<file path="config.mk">
export PLATFORM = sky130hd
export DESIGN_NAME = source_tokenizer_unit
export DESIGN_NICKNAME = d
export VERILOG_FILES = /design/src/stu_pkg.sv /design/src/stu_scanner.sv /design/src/stu_result_q.sv /design/src/source_tokenizer_unit.sv
export VERILOG_INCLUDE_DIRS = /design/src /design/src/src
export SDC_FILE = /design/constraint.sdc
export NUM_CORES = 2
export LEC_CHECK = 0
export BUFFER_PORTS_ARGS = -buffer_cell sky130_fd_sc_hd__buf_2
export CORE_ASPECT_RATIO = 0.6
export CORE_MARGIN = 2
export CORE_UTILIZATION = 55
export CTS_CLUSTER_DIAMETER = 80
export DETAILED_ROUTE_END_ITERATION = 10
export PLACE_DENSITY = 0.72
export SYNTH_ARGS = -nofsm -noshare
export SYNTH_HDL_FRONTEND = slang
export SYNTH_SLANG_ARGS = --single-unit
</file>
<file path="constraint.sdc">
create_clock -name i_clk -period 6.6 [get_ports i_clk]
set_input_delay 1.32 -clock i_clk [delete_from_list [all_inputs] [get_ports i_clk]]
set_output_delay 1.32 -clock i_clk [all_outputs]
set_load 0.01 [all_outputs]
</file>
<file path="src/source_tokenizer_unit_defines.svh">
// Assertion helpers shared by the tokenizer RTL.
// Both macros clock on i_clk and are off while i_rst_n is low.
`ifndef SOURCE_TOKENIZER_UNIT_DEFINES_SVH
`define SOURCE_TOKENIZER_UNIT_DEFINES_SVH

// Same-cycle implication.
`define STU_ASSERT_NOW(lbl, ante, cons) \
    lbl: assert property (@(posedge i_clk) disable iff (!i_rst_n) (ante) |-> (cons)) \
        else $error("tokenizer check failed");

// Next-cycle implication.
`define STU_ASSERT_NEXT(lbl, ante, cons) \
    lbl: assert property (@(posedge i_clk) disable iff (!i_rst_n) (ante) |=> (cons)) \
        else $error("tokenizer check failed");

`endif

</file>
<file path="src/stu_pkg.sv">
package stu_pkg;

    localparam int POSITION_BITS_DEF   = 32;
    localparam int KEYWORD_MAX_LEN_DEF = 6;

    localparam int OFFSET_W    = 32;
    localparam int VALUE_W     = 64;
    localparam int KIND_W      = 5;
    localparam int KW_LEN_W    = 4;
    localparam int KW_COUNT    = 10;
    localparam int KW_TEXT_W   = 48;
    localparam int IN_TDATA_W  = 8;
    localparam int OUT_TDATA_W = 136;
    localparam int RESULT_Q_DEPTH = 4;

    localparam logic [7:0] CH_TAB   = 8'h09;
    localparam logic [7:0] CH_LF    = 8'h0A;
    localparam logic [7:0] CH_CR    = 8'h0D;
    localparam logic [7:0] CH_SPACE = 8'h20;
    localparam logic [7:0] CH_HASH  = 8'h23;
    localparam logic [7:0] CH_MINUS = 8'h2D;
    localparam logic [7:0] CH_PLUS  = 8'h2B;
    localparam logic [7:0] CH_DOT   = 8'h2E;
    localparam logic [7:0] CH_GT    = 8'h3E;
    localparam logic [7:0] CH_UNDER = 8'h5F;
    localparam logic [7:0] CH_E_UP  = 8'h45;
    localparam logic [7:0] CH_E_LOW = 8'h65;

    typedef enum logic [3:0] {
        MODE_IDLE,
        MODE_COMMENT,
        MODE_IDENT,
        MODE_INT,
        MODE_FRAC,
        MODE_EXP_START,
        MODE_EXP_DIGITS,
        MODE_MINUS
    } t_scan_mode;

    typedef enum logic [KIND_W-1:0] {
        TK_EOF = 5'd0,
        TK_IDENT,
        TK_KW_FN,
        TK_KW_EXTERN,
        TK_KW_IF,
        TK_KW_THEN,
        TK_KW_ELSE,
        TK_KW_FOR,
        TK_KW_IN,
        TK_KW_AS,
        TK_KW_STRUCT,
        TK_KW_LET,
        TK_NUMBER,
        TK_PLUS,
        TK_MINUS,
        TK_ARROW,
        TK_STAR,
        TK_SLASH,
        TK_LT,
        TK_GT,
        TK_EQ,
        TK_COLON,
        TK_DOT,
        TK_LPAREN,
        TK_RPAREN,
        TK_LBRACE,
        TK_RBRACE,
        TK_COMMA,
        TK_SEMI,
        TK_ERROR
    } t_tok_kind;

    // keyword text right-aligned, first character in the highest used byte
    localparam logic [KW_TEXT_W-1:0] KW_TEXT [KW_COUNT] = '{
        "fn", "extern", "if", "then", "else", "for", "in", "as", "struct", "let"
    };
    localparam logic [KW_LEN_W-1:0] KW_LEN [KW_COUNT] = '{
        4'd2, 4'd6, 4'd2, 4'd4, 4'd4, 4'd3, 4'd2, 4'd2, 4'd6, 4'd3
    };

    typedef struct packed {
        t_tok_kind            kind;
        logic [OFFSET_W-1:0]  start_offset;
        logic [OFFSET_W-1:0]  end_offset;
        logic                 is_float;
        logic [VALUE_W-1:0]   int_value;
        logic                 int_overflow;
        logic                 last;
    } t_token;

    // up to two tokens from one input request, slot a first
    typedef struct packed {
        logic   a_valid;
        t_token a;
        logic   b_valid;
        t_token b;
    } t_scan_res;

    function automatic logic is_alpha(input logic [7:0] c);
        return (c >= 8'h61 && c <= 8'h7A) || (c >= 8'h41 && c <= 8'h5A);
    endfunction

    function automatic logic is_digit(input logic [7:0] c);
        return c >= 8'h30 && c <= 8'h39;
    endfunction

    function automatic logic is_space(input logic [7:0] c);
        return c == CH_SPACE || (c >= CH_TAB && c <= CH_CR);
    endfunction

    function automatic logic is_ident_char(input logic [7:0] c);
        return is_alpha(c) || is_digit(c) || c == CH_UNDER;
    endfunction

    function automatic t_tok_kind op_kind(input logic [7:0] c);
        t_tok_kind k;
        unique case (c)
            8'h2B:   k = TK_PLUS;
            8'h2A:   k = TK_STAR;
            8'h2F:   k = TK_SLASH;
            8'h3C:   k = TK_LT;
            8'h3E:   k = TK_GT;
            8'h3D:   k = TK_EQ;
            8'h3A:   k = TK_COLON;
            8'h2E:   k = TK_DOT;
            8'h28:   k = TK_LPAREN;
            8'h29:   k = TK_RPAREN;
            8'h7B:   k = TK_LBRACE;
            8'h7D:   k = TK_RBRACE;
            8'h2C:   k = TK_COMMA;
            8'h3B:   k = TK_SEMI;
            default: k = TK_ERROR;
        endcase
        return k;
    endfunction

    function automatic t_tok_kind keyword_kind(input logic [KW_TEXT_W-1:0] text,
                                               input logic [KW_LEN_W-1:0] len);
        t_tok_kind k;
        k = TK_IDENT;
        for (int i = 0; i < KW_COUNT; i++) begin
            if (len == KW_LEN[i] && text == KW_TEXT[i]) begin
                k = t_tok_kind'(KIND_W'(int'(TK_KW_FN) + i));
            end
        end
        return k;
    endfunction

    function automatic t_token make_token(input t_tok_kind k,
                                          input logic [OFFSET_W-1:0] s,
                                          input logic [OFFSET_W-1:0] e,
                                          input logic fl,
                                          input logic [VALUE_W-1:0] v,
                                          input logic ov);
        t_token t;
        t.kind         = k;
        t.start_offset = s;
        t.end_offset   = e;
        t.is_float     = fl;
        t.int_value    = v;
        t.int_overflow = ov;
        t.last         = 1'b0;
        return t;
    endfunction

endpackage

</file>
<file path="src/stu_scanner.sv">
`include "source_tokenizer_unit_defines.svh"

module stu_scanner #(
    parameter int POSITION_BITS   = stu_pkg::POSITION_BITS_DEF,
    parameter int KEYWORD_MAX_LEN = stu_pkg::KEYWORD_MAX_LEN_DEF
) (
    input  logic               i_clk,
    input  logic               i_rst_n,
    input  logic               i_take,
    input  logic               i_end,
    input  logic [7:0]         i_byte,
    output stu_pkg::t_scan_res o_res
);

    localparam int POS_W    = POSITION_BITS;
    localparam int PREFIX_W = 8 * KEYWORD_MAX_LEN;
    localparam int LEN_W    = $clog2(KEYWORD_MAX_LEN + 2);
    localparam int VW       = stu_pkg::VALUE_W;

    stu_pkg::t_scan_mode  r_mode, n_mode;
    logic [POS_W-1:0]     r_pos, n_pos;
    logic [POS_W-1:0]     r_start, n_start;
    logic [PREFIX_W-1:0]  r_prefix, n_prefix;
    logic [LEN_W-1:0]     r_len, n_len;
    logic [VW-1:0]        r_acc, n_acc;
    logic                 r_ovf, n_ovf;

    logic [POS_W-1:0]     w_pos_inc;
    logic [3:0]           w_digit;
    logic [VW+3:0]        w_acc_sum;
    logic                 w_acc_ovf;
    logic                 w_fl_v;
    stu_pkg::t_token      w_fl_tok;
    logic                 w_consumed;
    logic                 w_a_v, w_b_v;
    stu_pkg::t_token      w_a, w_b;

    assign w_pos_inc = r_pos + POS_W'(1);
    assign w_digit   = i_byte[3:0];
    // acc * 10 + digit, four guard bits catch the carry out
    assign w_acc_sum = ({4'b0, r_acc} << 3) + ({4'b0, r_acc} << 1) + (VW+4)'(w_digit);
    assign w_acc_ovf = |w_acc_sum[VW+3:VW];

    // token that closes when the current one is cut off
    always_comb begin
        w_fl_v   = 1'b1;
        w_fl_tok = stu_pkg::make_token(stu_pkg::TK_NUMBER, 32'(r_start), 32'(r_pos),
                                       1'b0, '0, 1'b0);
        unique case (r_mode)
            stu_pkg::MODE_IDENT: begin
                w_fl_tok.kind = stu_pkg::keyword_kind(r_prefix[stu_pkg::KW_TEXT_W-1:0],
                                                      stu_pkg::KW_LEN_W'(r_len));
            end
            stu_pkg::MODE_INT: begin
                w_fl_tok.int_value    = r_acc;
                w_fl_tok.int_overflow = r_ovf;
            end
            stu_pkg::MODE_FRAC, stu_pkg::MODE_EXP_START, stu_pkg::MODE_EXP_DIGITS: begin
                w_fl_tok.is_float = 1'b1;
            end
            stu_pkg::MODE_MINUS: begin
                w_fl_tok.kind       = stu_pkg::TK_MINUS;
                w_fl_tok.end_offset = 32'(r_start + POS_W'(1));
            end
            default: begin
                w_fl_v = 1'b0;
            end
        endcase
    end

    always_comb begin
        n_mode     = r_mode;
        n_pos      = r_pos;
        n_start    = r_start;
        n_prefix   = r_prefix;
        n_len      = r_len;
        n_acc      = r_acc;
        n_ovf      = r_ovf;
        w_consumed = 1'b0;
        w_a_v      = 1'b0;
        w_a        = w_fl_tok;
        w_b_v      = 1'b0;
        w_b        = stu_pkg::make_token(stu_pkg::op_kind(i_byte), 32'(r_pos),
                                         32'(w_pos_inc), 1'b0, '0, 1'b0);
        if (i_end) begin
            w_a_v  = w_fl_v;
            w_b_v  = 1'b1;
            w_b    = stu_pkg::make_token(stu_pkg::TK_EOF, 32'(r_pos), 32'(r_pos),
                                         1'b0, '0, 1'b0);
            n_mode = stu_pkg::MODE_IDLE;
        end else begin
            n_pos = w_pos_inc;
            unique case (r_mode)
                stu_pkg::MODE_COMMENT: begin
                    w_consumed = 1'b1;
                    if (i_byte == stu_pkg::CH_LF) begin
                        n_mode = stu_pkg::MODE_IDLE;
                    end
                end
                stu_pkg::MODE_IDENT: begin
                    if (stu_pkg::is_ident_char(i_byte)) begin
                        w_consumed = 1'b1;
                        if (r_len < LEN_W'(KEYWORD_MAX_LEN)) begin
                            n_prefix = {r_prefix[PREFIX_W-9:0], i_byte};
                        end
                        if (r_len <= LEN_W'(KEYWORD_MAX_LEN)) begin
                            n_len = r_len + LEN_W'(1);
                        end
                    end
                end
                stu_pkg::MODE_INT: begin
                    if (stu_pkg::is_digit(i_byte)) begin
                        w_consumed = 1'b1;
                        if (w_acc_ovf) begin
                            n_acc = '1;
                            n_ovf = 1'b1;
                        end else begin
                            n_acc = w_acc_sum[VW-1:0];
                        end
                    end else if (i_byte == stu_pkg::CH_DOT) begin
                        w_consumed = 1'b1;
                        n_mode     = stu_pkg::MODE_FRAC;
                    end else if (i_byte == stu_pkg::CH_E_LOW || i_byte == stu_pkg::CH_E_UP) begin
                        w_consumed = 1'b1;
                        n_mode     = stu_pkg::MODE_EXP_START;
                    end
                end
                stu_pkg::MODE_FRAC: begin
                    if (stu_pkg::is_digit(i_byte)) begin
                        w_consumed = 1'b1;
                    end else if (i_byte == stu_pkg::CH_E_LOW || i_byte == stu_pkg::CH_E_UP) begin
                        w_consumed = 1'b1;
                        n_mode     = stu_pkg::MODE_EXP_START;
                    end
                end
                stu_pkg::MODE_EXP_START: begin
                    if (stu_pkg::is_digit(i_byte) || i_byte == stu_pkg::CH_PLUS
                            || i_byte == stu_pkg::CH_MINUS) begin
                        w_consumed = 1'b1;
                        n_mode     = stu_pkg::MODE_EXP_DIGITS;
                    end
                end
                stu_pkg::MODE_EXP_DIGITS: begin
                    w_consumed = stu_pkg::is_digit(i_byte);
                end
                stu_pkg::MODE_MINUS: begin
                    if (i_byte == stu_pkg::CH_GT) begin
                        w_consumed = 1'b1;
                        w_a_v      = 1'b1;
                        w_a        = stu_pkg::make_token(stu_pkg::TK_ARROW, 32'(r_start),
                                                         32'(w_pos_inc), 1'b0, '0, 1'b0);
                        n_mode     = stu_pkg::MODE_IDLE;
                    end
                end
                default: begin
                    w_consumed = 1'b0;
                end
            endcase

            // byte not taken by the open token: close it, rescan from idle
            if (!w_consumed) begin
                w_a_v  = w_fl_v;
                w_a    = w_fl_tok;
                n_mode = stu_pkg::MODE_IDLE;
                priority if (stu_pkg::is_space(i_byte)) begin
                    n_mode = stu_pkg::MODE_IDLE;
                end else if (i_byte == stu_pkg::CH_HASH) begin
                    n_mode = stu_pkg::MODE_COMMENT;
                end else if (stu_pkg::is_alpha(i_byte) || i_byte == stu_pkg::CH_UNDER) begin
                    n_mode   = stu_pkg::MODE_IDENT;
                    n_start  = r_pos;
                    n_prefix = PREFIX_W'(i_byte);
                    n_len    = LEN_W'(1);
                end else if (stu_pkg::is_digit(i_byte)) begin
                    n_mode  = stu_pkg::MODE_INT;
                    n_start = r_pos;
                    n_acc   = VW'(w_digit);
                    n_ovf   = 1'b0;
                end else if (i_byte == stu_pkg::CH_MINUS) begin
                    n_mode  = stu_pkg::MODE_MINUS;
                    n_start = r_pos;
                end else begin
                    w_b_v = 1'b1;
                end
            end
        end
    end

    always_comb begin
        o_res.a_valid = w_a_v;
        o_res.a       = w_a;
        o_res.a.last  = !w_b_v;
        o_res.b_valid = w_b_v;
        o_res.b       = w_b;
        o_res.b.last  = 1'b1;
    end

    always_ff @(posedge i_clk) begin
        if (!i_rst_n) begin
            r_mode   <= stu_pkg::MODE_IDLE;
            r_pos    <= '0;
            r_start  <= '0;
            r_prefix <= '0;
            r_len    <= '0;
            r_acc    <= '0;
            r_ovf    <= 1'b0;
        end else if (i_take) begin
            r_mode   <= n_mode;
            r_pos    <= n_pos;
            r_start  <= n_start;
            r_prefix <= n_prefix;
            r_len    <= n_len;
            r_acc    <= n_acc;
            r_ovf    <= n_ovf;
        end
    end

    `STU_ASSERT_NOW(a_end_gives_eof, i_take && i_end, o_res.b_valid && o_res.b.kind == stu_pkg::TK_EOF)
    `STU_ASSERT_NEXT(a_end_to_idle, i_rst_n && i_take && i_end, r_mode == stu_pkg::MODE_IDLE)
    `STU_ASSERT_NEXT(a_pos_step, i_rst_n && i_take && !i_end, r_pos == $past(r_pos) + POS_W'(1))

endmodule

</file>
<file path="src/stu_result_q.sv">
`include "source_tokenizer_unit_defines.svh"

module stu_result_q (
    input  logic               i_clk,
    input  logic               i_rst_n,
    input  logic               i_push,
    input  stu_pkg::t_scan_res i_res,
    output logic               o_room,
    output logic               o_valid,
    output stu_pkg::t_token    o_token,
    input  logic               i_ready
);

    localparam int DEPTH = stu_pkg::RESULT_Q_DEPTH;
    localparam int PTR_W = $clog2(DEPTH);
    localparam int CNT_W = $clog2(DEPTH + 1);

    stu_pkg::t_token   r_mem [DEPTH];
    logic [PTR_W-1:0]  r_wr, r_rd;
    logic [CNT_W-1:0]  r_count;

    logic              w_a, w_b, w_pop;
    logic [PTR_W-1:0]  w_wr1;

    assign w_a     = i_push && i_res.a_valid;
    assign w_b     = i_push && i_res.b_valid;
    assign w_wr1   = r_wr + PTR_W'(w_a);
    assign o_valid = r_count != '0;
    assign o_token = r_mem[r_rd];
    assign w_pop   = o_valid && i_ready;
    // room for a full two-token request
    assign o_room  = r_count <= CNT_W'(DEPTH - 2);

    always_ff @(posedge i_clk) begin
        if (w_a) begin
            r_mem[r_wr] <= i_res.a;
        end
        if (w_b) begin
            r_mem[w_wr1] <= i_res.b;
        end
    end

    always_ff @(posedge i_clk) begin
        if (!i_rst_n) begin
            r_wr    <= '0;
            r_rd    <= '0;
            r_count <= '0;
        end else begin
            r_wr    <= w_wr1 + PTR_W'(w_b);
            r_rd    <= r_rd + PTR_W'(w_pop);
            r_count <= r_count + CNT_W'(w_a) + CNT_W'(w_b) - CNT_W'(w_pop);
        end
    end

    `STU_ASSERT_NOW(a_q_bound, 1'b1, r_count <= CNT_W'(DEPTH))
    `STU_ASSERT_NOW(a_q_push_room, i_push, r_count <= CNT_W'(DEPTH - 2))

endmodule

</file>
<file path="src/source_tokenizer_unit.sv">
// Channel  Dir  Fields (tdata / tuser / tlast)
// -------  ---  ---------------------------------------------------------------
// s_axis   in   tdata: byte_value; tuser: kind (1 = end of input)
// m_axis   out  tdata: token_kind, start_offset, end_offset, is_float,
//               int_value, int_overflow; tlast: last token of a request
//
// One input request is taken per cycle; it is scanned in the same cycle and its
// tokens (zero, one or two) land in a 4-entry result queue.
// Tokens leave one per cycle while m_axis_tready is high, so requests that make
// two tokens (a token cut off by an operator or bad byte, or an open token
// flushed at end of input) pace intake at the output port's one token per cycle.
// s_axis_tready is high while the queue has room for two tokens; an m_axis stall
// only stops intake once the queue holds more than two tokens.
// Synchronous active-low reset returns the scanner to idle at offset zero and
// empties the queue; no clearing pass is needed.
module source_tokenizer_unit #(
    parameter int POSITION_BITS   = stu_pkg::POSITION_BITS_DEF,
    parameter int KEYWORD_MAX_LEN = stu_pkg::KEYWORD_MAX_LEN_DEF
) (
    input  logic                            i_clk,
    input  logic                            i_rst_n,
    // input requests
    input  logic                            s_axis_tvalid,
    output logic                            s_axis_tready,
    input  logic [stu_pkg::IN_TDATA_W-1:0]  s_axis_tdata,  // [7:0] byte_value
    input  logic [0:0]                      s_axis_tuser,  // [0] kind
    // tokens
    output logic                            m_axis_tvalid,
    input  logic                            m_axis_tready,
    // [4:0] token_kind, [36:5] start_offset, [68:37] end_offset, [69] is_float,
    // [133:70] int_value, [134] int_overflow, [135] zero
    output logic [stu_pkg::OUT_TDATA_W-1:0] m_axis_tdata,
    output logic                            m_axis_tlast
);

    logic               w_take;
    logic               w_room;
    stu_pkg::t_scan_res w_res;
    stu_pkg::t_token    w_tok;

    // request accepted whenever the queue can hold its worst-case two tokens
    assign s_axis_tready = w_room;
    assign w_take        = s_axis_tvalid && w_room;

    stu_scanner #(
        .POSITION_BITS  (POSITION_BITS),
        .KEYWORD_MAX_LEN(KEYWORD_MAX_LEN)
    ) u_scanner (
        .i_clk  (i_clk),
        .i_rst_n(i_rst_n),
        .i_take (w_take),
        .i_end  (s_axis_tuser[0]),
        .i_byte (s_axis_tdata),
        .o_res  (w_res)
    );

    stu_result_q u_result_q (
        .i_clk  (i_clk),
        .i_rst_n(i_rst_n),
        .i_push (w_take),
        .i_res  (w_res),
        .o_room (w_room),
        .o_valid(m_axis_tvalid),
        .o_token(w_tok),
        .i_ready(m_axis_tready)
    );

    // pack the token fields low to high, pad to a whole byte
    assign m_axis_tdata = {1'b0, w_tok.int_overflow, w_tok.int_value, w_tok.is_float,
                           w_tok.end_offset, w_tok.start_offset, w_tok.kind};
    assign m_axis_tlast = w_tok.last;

endmodule

</file>
## After elaboration in Yosys (flattened, before gate mapping)

Memories as Yosys holds them, arrays and structs flattened. A register that Yosys moved wholly into a read port is not among the register bits.
Index checks and enable logic that the tools add are counted.

- Register bits after elaboration: 191
- RAM bits: 544
- Output and inout bits: 139
- Logic and storage cells: 213
- Memories kept: 1

- $add $sub $neg: 11
- $lt $le $gt $ge: 11
- Equality and inequality tests: 48
- Multiplexer cells: 93
- Bitwise operators: 4
- Reduce and logical (&&, ||, !) cells: 35

Memories:

| memory | depth | bits a word | rd ports | clocked after memory_dff | wr ports | RTL line | source |
|---|---|---|---|---|---|---|---|
| u_result_q.r_mem | 4 | 136 | 1 | 1 | 2 | stu_result_q.sv:18 | `stu_pkg::t_token r_mem [DEPTH];` |

Operator list:

| kind | number |
|---|---|
| $mux W136 | 5 |
| $mux W64 | 8 |
| $mux W48 | 7 |
| $eq A48 B15 Y1 const B | 4 |
| $mux W32 | 4 |
| $eq A8 B6 Y1 const B | 15 |
| $eq A48 B23 Y1 const B | 2 |
| $eq A48 B31 Y1 const B | 2 |
| $eq A48 B47 Y1 const B | 2 |
| $pmux W5 S14 | 1 |
| $add A67 B65 Y68 | 1 |
| $add A68 B4 Y68 | 1 |
| $mux W65 | 1 |
| $add A32 B1 Y32 const B | 2 |
| $mux W4 | 16 |
| $eq A8 B7 Y1 const B | 5 |
| $mux W3 | 12 |
| $mux W1 | 32 |
| $pmux W4 S5 | 1 |
| $logic_and A1 B1 Y1 | 18 |
| $eq A4 B3 Y1 const B | 4 |
| $ge A8 B7 Y1 const B | 2 |
| $le A8 B7 Y1 const B | 2 |
| $ne A4 B3 Y1 const B | 3 |
| 32 further kinds | 52 |

## Depth between registers and ports, before layout

- Depth in word-level cells: 17
- Gate-level depth with buffers: 18
- Mapped depth without buffers: 15

## By module

A second synthesis with hierarchy kept.

- Cell total of the unflattened synthesis: 3726
- Area total of the unflattened synthesis: 44402.6 µm²

Modules (own cells, without submodules):

| module | times used | cells each | area each (µm²) | seq. area each (µm²) |
|---|---|---|---|---|
| stu_result_q | 1 | 1364 | 27503.9 | 16475.8 |
| stu_scanner | 1 | 2359 | 16881.2 | 3683.5 |
| source_tokenizer_unit | 1 | 3 | 17.5 | 0.0 |

## Worst setup path after synthesis

Ideal clock, no wire load.

- Kind: input-to-reg
- Start point: input s_axis_tdata[6] (netlist name)
- End point: memory u_result_q.r_mem[0][100] (netlist name) (enable)
- Data arrival time: 5697 ps
- Required time: 6171 ps
- Slack: 474 ps
- Stages: 16
- Buffers on the path: 5
- Cell sequence: buf_2 -> or3b_4 -> nor3_4 -> a21oi_2 -> o32ai_4 -> a211oi_4 -> nor2_1 -> nor3_1 -> o21ba_1 -> buf_6 -> ha_1 -> clkbuf_1 -> or3_1 -> buf_2 -> clkbuf_1 -> nand2_1

RTL lines:

| what | RTL line | source |
|---|---|---|
| from (decl) | source_tokenizer_unit.sv:25 | `input logic [stu_pkg::IN_TDATA_W-1:0] s_axis_tdata,` |
| to (decl) | stu_result_q.sv:18 |  |

==> reports/qor.csv <==
metric,value,unit
status,"finished, final reports clean",
synth_common_cells,"nand2_1 (613), a21oi_1 (588), dfxtp_1 (459), nand3_1 (311), edfxtp_1 (276)",
ir_worst_vdd,0.188,mV
coreArea,0.0703,mm^2
yosys_warnings,0,
cts_root_buffer,clkbuf_16,
synth.most_common_cell,nand2_1,
grt_antenna_before_repair,4,
clkLatencyLatePin,640,ps
postCtsSetupBuffers,0,
numCtsBuffers,70,
fin_nets,4212,
synth_ff_type,dfxtp_1,
yosysTopAreaCell,dfxtp_1,
p_leak,15.0,nW
postCtsHoldBufs,0,
cts_tree,done,
rows,75,
max_cap_viol_count,0,
synthesis.nets,4317,
synth_area,0.0393,mm^2
post-dp-hpwl,75.3,mm
track_usage,0.322,
placed_area,0.0402,mm^2
synth_top_cell_area_share,0.234,
wire_per_inst,23.9,um
worstReg2RegEnd,u_result_q.r_mem[3][134],
vias_per_cell,6.66,
fin_area,0.0425,mm^2
drtAntennaViolNets,0,
port_buffers,150,
hold_path_depth,2,
gp_congestion,0.983,
netlist_top_cells_area,"dfxtp_1 (23%), edfxtp_1 (21%), mux4_2 (7.8%)",
drc_errors,0,
endpoint_kind,register,
cts.sinks,735,
cts_resized,0,
grt_pass1_vias,30800,
reg2regPathDepth,13,
cts_buffer_depth,3,
arrival,5930,ps
maxSlewViolCount,0,
path_class,in -> reg,
grt_pass1_wl,185,mm
overflow,0,
grt_max_degree,102,
tns,0,ps
area_growth,8.25,%
tightest_slew,1140,ps
p_per_area,264,mW/mm^2
die_area,0.0737,mm^2
drive_gt1_frac,0.126,
ys_seq_area_frac,0.445,
finalPower,11.2,mW
required,6930,ps
drt_iter0_drc,4474,
fmax,179,MHz
crit_start,s_axis_tdata[4],
r2r_slack,1410,ps
ys_async_sr_fraction,0,
start_util,0.559,
clk_pin_slew,60,ps
wirelength,121,mm
ff_latch_area,0.0175,mm^2
synth_cell_types,98,
ioPinCount,152,
path_max_fanout,35,
maxSlewHeadroom,0.239,
utilization,0.605,
crit_end,u_result_q.r_mem[3][134],
htree_levels,3,
ys_ff_latch,735,
period_share,0.849,
setup_viol,0,
die_y,211,um
r2r-start,u_scanner.r_mode[1],
firstDrtPassIters,7,
holdCritStartpoint,u_result_q.r_mem[0][35],
cp-start-kind,input pin,
finalClockSkew,26.9,ps
synthCells,4162,
hp-class,reg -> reg,
hold_viol,0,
die_x,349,um
vias,33600,
rsz0062_at_grt,false,
multi_input_area,0.0200,mm^2
period_needed,5600,ps
syn_area_per_cell,9.44,um^2
synth_edf_count,276,
fillers,5808,
## power by group
| group | internal (mW) | switching (mW) |
|---|---|---|
| sequential | 4.96 | 0.189 |
| combinational | 0.728 | 1.16 |
| clock | 2.36 | 1.83 |
| total | 8.04 | 3.17 |
## layer usage
metal | wire length (um) | global-route usage
met4 | 2920 | 0.0855
met1 | 53000 | 0.495
met3 | 16900 | 0.104
met5 | 33 | 0
met2 | 47700 | 0.428
## cell usage in the layout (no fill, tap or decap), types with 9 or more instances in the layout
master	instances
a21oi_1	587
a22o_1	129
nand2b_1	20
or3_1	36
buf_4	42
buf_12	15
inv_1	33
o21ai_0	121
and3_1	28
nor4_1	19
clkinv_2	9
dfxtp_1	457
nor2_1	161
a21o_1	54
o21ai_1	9
nand3_1	309
xnor2_1	90
nor2b_1	16
nand4_1	34
and2_1	15
xor2_1	46
nor3_1	36
o22ai_1	164
mux4_2	136
clkbuf_16	72
nand2_1	609
o211ai_1	14
clkbuf_8	16
a211oi_1	24
clkbuf_1	13
ha_1	138
buf_2	150
a31oi_1	25
edfxtp_1	276
o21bai_1	20
## registers in the layout, summed over array words and instances (netlist names)
name / cells
u_scanner.r_ovf: 1
u_scanner.r_prefix: 48
u_result_q.r_wr: 2
u_scanner.r_pos: 32
u_scanner.r_mode: 4
u_scanner.r_start: 32
u_scanner.r_len: 3
u_result_q.r_mem: 544
u_scanner.r_acc: 64
u_result_q.r_count: 3
u_result_q.r_rd: 2
## logic make-up (layout without fill, tap and decap cells)
| family | Yosys count | in the layout | synth area share |
|---|---|---|---|
| AND/OR/NAND/NOR | 1373 | 1373 | 0.164 |
| flip-flops | 735 | 735 | 0.445 |
| buffers and inverters | 421 | 373 | 0.0487 |
| multiplexers | 143 | 143 | 0.0797 |
| AO/OA/AOI/OAI | 1211 | 1211 | 0.187 |
| XOR/XNOR | 136 | 136 | 0.0303 |
| adder cells (fa/ha/maj) | 142 | 142 | 0.0460 |
| other | 1 | 3 | 0.0000954 |
## metrics by stage
stage	hold slack, ps	setup slack [ps]	instances
2_1_floorplan	431	474	4162
3_3_place_gp	439	702	4909
3_5_place_dp	444	506	4909
4_1_cts	453	1180	5038
5_1_grt	468	679	5040
6_report	452	999	5040
## worst min path at each step
stage                                   end  slack (ps)
floorplan           u_result_q.r_mem[3][46]         430
global placement     u_result_q.r_mem[2][7]         440
detailed placement  u_result_q.r_mem[3][41]         440
CTS                 u_result_q.r_mem[3][41]         450
global route        u_result_q.r_mem[2][48]         470
finish              u_result_q.r_mem[0][35]         450
## layout make-up
| class | count | area share |
|---|---|---|
| Sequential cell | 735 | 0.411 |
| Tap cell | 924 | 0.0272 |
| Clock buffer | 101 | 0.0487 |
| Timing Repair Buffer | 207 | 0.0321 |
| Antenna cell | 2 | 0.000118 |
| Multi-Input combinational cell | 3006 | 0.471 |
| Clock inverter | 28 | 0.00659 |
| Inverter | 37 | 0.00335 |
## critical path, stage by stage
cell and delay, ps:
buf_2 340, nand4bb_1 350, nor2b_1 400, a21oi_1 120, nor2b_1 340, a211oi_4 130, nor2_1 160, nor3_1 60
o21ba_1 190, buf_4 170, ha_1 220, xor2_1 480, nand3_2 470, nand2_2 910, o22ai_1 230
Power figures use the tool's default switching activity.
